### src/design/ps2mt_pkg.sv
// Shared types, constants and arithmetic helpers for the PS/2 mouse packet tracker.
// No dependencies; imported by ps2mt_pos_update, ps2_mouse_packet_tracker and the testbench.
package ps2mt_pkg;

    localparam int COORD_W = 10;
    localparam int BYTE_W  = 8;
    // wide enough for coord + delta, with sign: -511 .. 1534
    localparam int SUM_W   = 12;

    localparam logic [COORD_W-1:0] LIMIT_RESET = 10'd120;
    localparam logic [SUM_W-1:0]   OVF_EXTRA   = 12'd255;

    // packet phase codes
    localparam logic [1:0] PHASE_HEADER = 2'd0;
    localparam logic [1:0] PHASE_X      = 2'd1;
    localparam logic [1:0] PHASE_Y      = 2'd2;

    // configuration register indexes
    localparam logic CFG_X_LIMIT = 1'b0;
    localparam logic CFG_Y_LIMIT = 1'b1;

    // header bit positions
    localparam int HDR_LEFT   = 0;
    localparam int HDR_RIGHT  = 1;
    localparam int HDR_MIDDLE = 2;
    localparam int HDR_SYNC   = 3;
    localparam int HDR_X_SIGN = 4;
    localparam int HDR_Y_SIGN = 5;
    localparam int HDR_X_OVF  = 6;
    localparam int HDR_Y_OVF  = 7;

    typedef struct packed {
        logic [COORD_W-1:0] x;
        logic [COORD_W-1:0] y;
    } coord_t;

    typedef struct packed {
        logic left;
        logic middle;
        logic right;
    } buttons_t;

    // 9-bit two's complement delta, pushed 255 further from zero on overflow
    function automatic logic signed [SUM_W-1:0] signed_delta(
        input logic [BYTE_W-1:0] low,
        input logic              neg,
        input logic              ovf
    );
        logic signed [SUM_W-1:0] d;
        d = {{(SUM_W-BYTE_W){neg}}, low};
        if (ovf)
        begin
            if (neg)
                d = d - OVF_EXTRA;
            else
                d = d + OVF_EXTRA;
        end
        return d;
    endfunction

    // clamp negatives to zero, hold previous value above the limit
    function automatic logic [COORD_W-1:0] bound_coord(
        input logic signed [SUM_W-1:0] v,
        input logic [COORD_W-1:0]      prev,
        input logic [COORD_W-1:0]      limit
    );
        logic [COORD_W-1:0] r;
        if (v[SUM_W-1])
            r = '0;
        else if (v > $signed({{(SUM_W-COORD_W){1'b0}}, limit}))
            r = prev;
        else
            r = v[COORD_W-1:0];
        return r;
    endfunction

endpackage

### src/design/ps2_mouse_packet_tracker.sv
// Top level of the PS/2 mouse packet tracker: byte sequencing, limits and result register.
// Depends on ps2mt_pkg and ps2mt_pos_update.
//
//   channel   signals                                   direction
//   in        in_valid, in_ready, rx_byte               byte from the mouse
//   out       out_valid, out_ready, pos_x, pos_y,       one transaction per packet
//             left_button, middle_button, right_button
//   cfg       cfg_we, cfg_index, cfg_data               limit writes, no handshake
//
// One byte is taken per cycle; the third byte of a packet yields a result in the
// next cycle from the output register. rst_n clears the phase and position and
// returns both limits to 120, asynchronously. While a result waits on out_ready,
// bytes that do not finish a packet are still taken; only a packet-ending byte stalls.
module ps2_mouse_packet_tracker
    import ps2mt_pkg::*;
(
    input  logic               clk,
    input  logic               rst_n,
    input  logic               in_valid,
    output logic               in_ready,
    input  logic [BYTE_W-1:0]  rx_byte,
    output logic               out_valid,
    input  logic               out_ready,
    output logic [COORD_W-1:0] pos_x,
    output logic [COORD_W-1:0] pos_y,
    output logic               left_button,
    output logic               middle_button,
    output logic               right_button,
    input  logic               cfg_we,
    input  logic               cfg_index,
    input  logic [COORD_W-1:0] cfg_data
);

    logic [1:0]        phase_reg, phase_next;
    logic              skip_first_reg, skip_first_next;
    logic [BYTE_W-1:0] header_reg, header_next;
    logic [BYTE_W-1:0] x_byte_reg, x_byte_next;
    coord_t            cur_reg, cur_next;
    coord_t            limit_reg;
    buttons_t          btn_reg, btn_next;
    logic              out_valid_reg, out_valid_next;

    coord_t            upd_pos;
    logic              accept;
    logic              finishing;

    ps2mt_pos_update u_pos_update (
        .header   (header_reg),
        .x_byte   (x_byte_reg),
        .y_byte   (rx_byte),
        .cur      (cur_reg),
        .limit    (limit_reg),
        .next_pos (upd_pos)
    );

    assign finishing = !skip_first_reg && (phase_reg == PHASE_Y);
    assign in_ready  = !(finishing && out_valid_reg && !out_ready);
    assign accept    = in_valid && in_ready;

    always_comb
    begin
        phase_next      = phase_reg;
        skip_first_next = skip_first_reg;
        header_next     = header_reg;
        x_byte_next     = x_byte_reg;
        cur_next        = cur_reg;
        btn_next        = btn_reg;
        out_valid_next  = out_valid_reg && !out_ready;

        if (accept)
        begin
            if (skip_first_reg)
            begin
                // drop the first byte after reset
                skip_first_next = 1'b0;
            end
            else
            begin
                unique case (phase_reg)
                    PHASE_X:
                    begin
                        x_byte_next = rx_byte;
                        phase_next  = PHASE_Y;
                    end
                    PHASE_Y:
                    begin
                        phase_next      = PHASE_HEADER;
                        cur_next        = upd_pos;
                        btn_next.left   = header_reg[HDR_LEFT];
                        btn_next.middle = header_reg[HDR_MIDDLE];
                        btn_next.right  = header_reg[HDR_RIGHT];
                        out_valid_next  = 1'b1;
                    end
                    default:
                    begin
                        // resync: a packet opens only on a byte with the sync bit
                        if (rx_byte[HDR_SYNC])
                        begin
                            header_next = rx_byte;
                            phase_next  = PHASE_X;
                        end
                        else
                        begin
                            phase_next = PHASE_HEADER;
                        end
                    end
                endcase
            end
        end
    end

    always_ff @(posedge clk or negedge rst_n)
    begin
        if (!rst_n)
        begin
            phase_reg      <= PHASE_HEADER;
            skip_first_reg <= 1'b1;
            header_reg     <= '0;
            x_byte_reg     <= '0;
            cur_reg        <= '0;
            btn_reg        <= '0;
            out_valid_reg  <= 1'b0;
            limit_reg.x    <= LIMIT_RESET;
            limit_reg.y    <= LIMIT_RESET;
        end
        else
        begin
            phase_reg      <= phase_next;
            skip_first_reg <= skip_first_next;
            header_reg     <= header_next;
            x_byte_reg     <= x_byte_next;
            cur_reg        <= cur_next;
            btn_reg        <= btn_next;
            out_valid_reg  <= out_valid_next;
            if (cfg_we)
            begin
                unique case (cfg_index)
                    CFG_X_LIMIT: limit_reg.x <= cfg_data;
                    CFG_Y_LIMIT: limit_reg.y <= cfg_data;
                    default:     limit_reg   <= limit_reg;
                endcase
            end
        end
    end

    // position only moves together with a new result, so it drives the output directly
    assign out_valid     = out_valid_reg;
    assign pos_x         = cur_reg.x;
    assign pos_y         = cur_reg.y;
    assign left_button   = btn_reg.left;
    assign middle_button = btn_reg.middle;
    assign right_button  = btn_reg.right;

    // a packet-ending byte always produces a result
    a_finish_emits: assert property (@(posedge clk) disable iff (!rst_n)
        (accept && finishing) |=> out_valid_reg)
        else $error("finished packet gave no result");

    // the dropped first byte leaves the packet phase alone
    a_skip_first: assert property (@(posedge clk) disable iff (!rst_n)
        (accept && skip_first_reg) |=> (!skip_first_reg && $stable(phase_reg)))
        else $error("first byte after reset not dropped cleanly");

    // input stalls only behind a waiting result
    a_stall_cause: assert property (@(posedge clk) disable iff (!rst_n)
        !in_ready |-> (out_valid_reg && finishing))
        else $error("input stalled without a pending result");

endmodule

### src/design/ps2mt_pos_update.sv
// Position update for one finished packet: forms X/Y deltas and bounds the new cursor.
// Depends on ps2mt_pkg.
module ps2mt_pos_update
    import ps2mt_pkg::*;
(
    input  logic [BYTE_W-1:0]  header,
    input  logic [BYTE_W-1:0]  x_byte,
    input  logic [BYTE_W-1:0]  y_byte,
    input  coord_t             cur,
    input  coord_t             limit,
    output coord_t             next_pos
);

    logic signed [SUM_W-1:0] dx;
    logic signed [SUM_W-1:0] dy;
    logic signed [SUM_W-1:0] nx;
    logic signed [SUM_W-1:0] ny;

    always_comb
    begin
        dx = signed_delta(x_byte, header[HDR_X_SIGN], header[HDR_X_OVF]);
        dy = signed_delta(y_byte, header[HDR_Y_SIGN], header[HDR_Y_OVF]);
        nx = $signed({{(SUM_W-COORD_W){1'b0}}, cur.x}) + dx;
        // screen Y grows downward
        ny = $signed({{(SUM_W-COORD_W){1'b0}}, cur.y}) - dy;
        next_pos.x = bound_coord(nx, cur.x, limit.x);
        next_pos.y = bound_coord(ny, cur.y, limit.y);
    end

endmodule

### config.mk
export PLATFORM = sky130hd
export DESIGN_NAME = ps2_mouse_packet_tracker
export DESIGN_NICKNAME = d
export VERILOG_FILES = /design/src/design/ps2mt_pkg.sv /design/src/design/ps2_mouse_packet_tracker.sv /design/src/design/ps2mt_pos_update.sv
export SDC_FILE = /design/constraint.sdc
export NUM_CORES = 1
export LEC_CHECK = 0
export BUFFER_PORTS_ARGS = -buffer_cell sky130_fd_sc_hd__buf_2
export CAP_MARGIN = 20
export CORE_MARGIN = 3
export CORE_UTILIZATION = 45
export DETAILED_ROUTE_END_ITERATION = 6
export PLACE_DENSITY = 0.72
export SLEW_MARGIN = 20
export SYNTH_ARGS = -nofsm -noshare
export SYNTH_HDL_FRONTEND = slang
export SYNTH_SLANG_ARGS = --single-unit
### constraint.sdc
create_clock -name clk -period 7.1 [get_ports clk]
set_input_delay 0.71 -clock clk [delete_from_list [all_inputs] [get_ports clk]]
set_output_delay 0.71 -clock clk [all_outputs]
set_load 0.01 [all_outputs]
[Yosys cells after proc, flatten, opt, wreduce, memory -nomap -nowiden]
Index checks and enable logic that the tools add are counted.
Word-level totals
  register bits: 63
  input port bits: 24
  word-level logic and storage cells: 57
Cells by class
  add/sub/neg operators: 6
  $lt $le $gt $ge: 2
  equal/unequal tests: 4
  muxes and demuxes: 13
  bitwise logic cells: 3
  reductions and logical operators: 17
Operators with widths (number)
  $mux W12: 4
  $mux W10: 4
  $gt A12 B11 Y1: 2
  $add A9 B9 Y10 const B: 2
  $sub A9 B9 Y10 const B: 2
  $add A11 B12 Y12: 1
  $reduce_and A4 Y1: 3
  $sub A11 B12 Y12: 1
  $reduce_and A2 Y1: 3
  $reduce_and A3 Y1: 2
  $logic_and A1 B1 Y1: 5
  $mux W1: 4
  $ne A2 B1 Y1 const B: 2
  $pmux W2 S2: 1
  $logic_not A1 Y1: 3
  $not A1 Y1: 3
  $eq A2 B1 Y1 const B: 1
  $eq A2 B2 Y1 const B: 1
  $reduce_or A2 Y1: 1

[Depth between registers and ports, before layout]
  depth after elaboration: 7
  gate-level depth with buffers: 23
  gate-level depth less buffers: 22

[Hierarchy]
From an unflattened synthesis, not the netlist that was laid out.
Second synthesis, totals
  cells, all modules: 467
  area total of the unflattened synthesis: 5118.7 um2
Modules (own cells, without submodules)
  ps2_mouse_packet_tracker: times used 1, cells an instance 147, area an instance 2602.5 um2, seq. area each 1587.8 um2
  ps2mt_pos_update: times used 1, cells an instance 320, area an instance 2516.2 um2, seq. area each 0.0 um2

[Worst setup path after synthesis]
No wires, ideal clock.
  kind: register to register
  start: register header_reg[4]
  end: register cur_reg (netlist bit pos_x[0])
  library setup time: 68 ps
  arrival time: 4619 ps
  data required time: 7032 ps
  setup slack: 2414 ps
  stages on the path, launching flop included: 22
  path through: dfrtp_1 -> inv_1 -> fa_1 -> a21o_1 -> a21oi_1 -> o21bai_1 -> a21oi_1 -> xnor2_1 -> mux2_2 -> ha_1 -> a21oi_1 -> o21ai_0 -> a41oi_2 -> o21ai_0 -> xnor2_1 -> ha_1 -> o21a_1 -> o32ai_1 -> a31oi_1 -> o21bai_1 -> o221ai_1 -> a22o_1
On the way
  longest elaborated chain between the ends: 7
  elaborated cells between the ends (all ways): 10
  those cells by class: add/sub: 3; order compare: 1; eq/ne: 1; mux: 4; reduce/logical: 1
Ends and longest elaborated chain
  from (decl): line ps2_mouse_packet_tracker.sv:36  | logic [BYTE_W-1:0] header_reg, header_next;
  from (signal assigned): line ps2_mouse_packet_tracker.sv:130  | header_reg <= header_next;
  $add A9 B9 Y10 / $sub A9 B9 Y10 (equally long branches): line ps2mt_pkg.sv:56, ps2mt_pkg.sv:54
  $mux W12: line ps2mt_pkg.sv:53  | if (neg)
  $mux W12 (*): line ps2mt_pkg.sv:51  | if (ovf)
  $add A11 B12 Y12 (*): line ps2mt_pos_update.sv:23  | nx = $signed({{(SUM_W-COORD_W){1'b0}}, cur.x}) + dx;
  $gt A12 B11 Y1: line ps2mt_pkg.sv:70  | else if (v > $signed({{(SUM_W-COORD_W){1'b0}}, limit}))
  $ne A2 B1 Y1 (no source line)
  $reduce_and A4 Y1 (no source line)
  to (signal assigned): line ps2_mouse_packet_tracker.sv:132  | cur_reg <= cur_next;
  to (decl): line ps2_mouse_packet_tracker.sv:38  | coord_t cur_reg, cur_next;
Mark *: on every way between the ends. The rest lies on a longest branch, timed or not. The select of a mux whose other input is x is not followed.
A chain may end at the register's enable or synchronous reset.

[Worst setup path in the final report]
  start: register header_reg[4]
  end: register cur_reg (netlist bit pos_x[7])
The elaborated chain is that of the path after synthesis.

==> results.ini <==
[synthesis]
yosysTopAreaCellShare_pct=29.0
synthMostInstantiatedCell=ha_1
synthTopCellsByArea=dfrtp_1 29%, ha_1 16%, mux2_2 7.4%
ys_warn_count=0
synth_async_sr_flop_share_pct=100
ys_seq_area_share_pct=34.2
syn_inst=463
synth_flop_cell=dfrtp_1
syn_nets=551
ys_types=50
synth_edf_count=0
synth_common_cells=60 x ha_1, 53 x dfrtp_1, 43 x nand2_1, 41 x inv_1, 30 x mux2_2
yosysTopAreaCell=dfrtp_1
synth_area_per_cell_um2=9.88
synth.ff_latch_count=62
synth_area_um2=4570

[floorplan]
core_area_um2=9820
initial_utilization_pct=46.6
fp.dieW_um=107
die-area_um2=11400
pin_count=49
num_rows=36
die_h_um=107

[grt]
overflow=0
antenna_found_initial=0
grt_pass1_wl_um=17000
grt_pass1_vias=3529
grt_max_degree=63
groute.usage.overall_pct=18.7

[cts]
h-tree-depth=3
clk_pin_slew_ns=0.08
post_cts.repair.setup_buffers=0
cts_sinks=62
clk-insertion-delay-late_ns=0.34
cts_hold_buf=0
cts_buffer_depth=2
cts_buffers=9
cts_tree=yes
cts-root-buf=clkbuf_8
cts_resized=0

[sta]
rsz0062_at_grt=no
skew_ns=0.00947
fmax_mhz=171
slew_violations=0
setup_viol=0
post-route-period-util_pct=82.3
worstMarginPinSlew_ns=0.946
relSlewSlack_pct=36.9
hold_viol=0
period_needed_ns=5.84
setup-tns-final_ns=0

[setup_path]
end_kind=register
reg2reg_slack_ns=1.26
worstSetupPathType=reg2reg
path_max_fanout=10
start_kind=register
required_ns=7.37
r2r_cells=21
worstReg2RegStart=header_reg[4]
rr_endpoint=pos_x[7]
cp_data_arrival_time_ns=6.11

[layout]
final_cells=653
regArea_um2=1560
syn2layout_area_growth_pct=12.3
diodes=0
drive_above_1_share_pct=21.9
largest_reg_flops=20
final_nets=603
num-fill-cells=939
multi_input_area_um2=2820

[detailed_routing]
drc=0
vias=3579
ant_nets=0
drtPass1Iterations=4
drtIter0Drc=134
wl_um=10200
via_per_inst=5.48
wl_per_cell_um=15.6

[run_status]
outcome=complete, no violations

[placement]
place_congestion=0.819
dp_hpwl_um=7940
dp_cells=637
io_buffers=48

[worst_hold_path]
hold_path_end=right_button
hp-class=reg2reg
hold_path.startpoint=right_button
min_path_cells=2

[flow_run]
max_cap_violations=0

## worst max-delay path: stages, from the launching register on
cell	delay (ns)
dfrtp_1	0.47
inv_1	0.23
fa_1	0.51
a21o_1	0.20
a21oi_1	0.23
o21bai_1	0.11
a21oi_1	0.23
xnor2_1	0.08
mux2_2	0.27
ha_1	0.33
a21oi_1	0.19
o21ai_0	0.13
a41oi_2	0.27
o21ai_0	0.17
xnor2_1	0.32
ha_1	0.33
nand4_1	0.11
o32ai_1	0.08
a31oi_1	0.37
o21bai_1	0.14
o221ai_1	0.74
a22o_1	0.27
## layout by cell type (no fill, tap or decap), drive strengths merged, types with 3 or more instances in the layout
cell,n
ha,60
nand4,4
xor2,5
nand2b,3
dfstp,9
buf,49
clkinv,3
a22o,20
clkbuf,10
nand3,8
mux2i,6
nand2,43
o21bai,8
a211oi,5
fa,4
a31oi,3
mux2,31
a21oi,27
o21a,7
dfrtp,53
or3,3
xnor2,23
o211ai,5
a21o,8
inv,42
o21ai,24
nor2,20
nor2b,12
## final cells by class
type	instances	share of cell area [%]
inverters	41	3.00
well taps	133	3.24
multi-input cells	352	54.8
clock inverters	6	1.19
flip-flops and latches	62	30.4
clock buffers	10	2.49
repair buffers	49	4.82
## routing by layer
metal | vias to the layer above | routed length (um) | GRT usage (%)
met3 | 15 | 372 | 3.85
li1 | 1767 | - | -
met2 | 67 | 4690 | 29.5
met4 | 0 | 201 | 5.66
met5 | - | 0 | 0
met1 | 1730 | 4940 | 26.0
## per-stage QoR
step,hold WS [ns],area [um^2],util (%),worst slack (ns)
2_1_floorplan,0.414,4570,-,2.41
3_3_place_gp,0.455,4940,50.3,1.40
3_5_place_dp,0.461,4940,50.3,1.34
4_1_cts,0.481,5130,52.3,1.30
5_1_grt,0.507,5130,52.3,0.806
6_report,0.477,5130,52.3,1.26
## worst max-delay path by stage
stage,cells past startpoint,from,endpoint
3_5_place_dp,21,header_reg[4],pos_x[7]
2_1_floorplan,21,header_reg[4],pos_x[0]
6_report,21,header_reg[4],pos_x[7]
3_3_place_gp,21,header_reg[4],pos_x[4]
5_1_grt,21,header_reg[4],pos_x[0]
4_1_cts,21,header_reg[4],pos_x[7]
## kinds of logic after synthesis
| group | count (synthesis) | synth area share [%] |
|---|---|---|
| compound gates | 116 | 17.4 |
| simple gates | 107 | 11.5 |
| fa+ha+maj | 64 | 18.2 |
| flops | 62 | 34.2 |
| buf+inv | 49 | 4.35 |
| mux | 37 | 9.03 |
| xor+xnor | 28 | 5.36 |
Power is not shown: default switching activity piles up to over one toggle a cycle in this logic, so the estimate is an artifact.
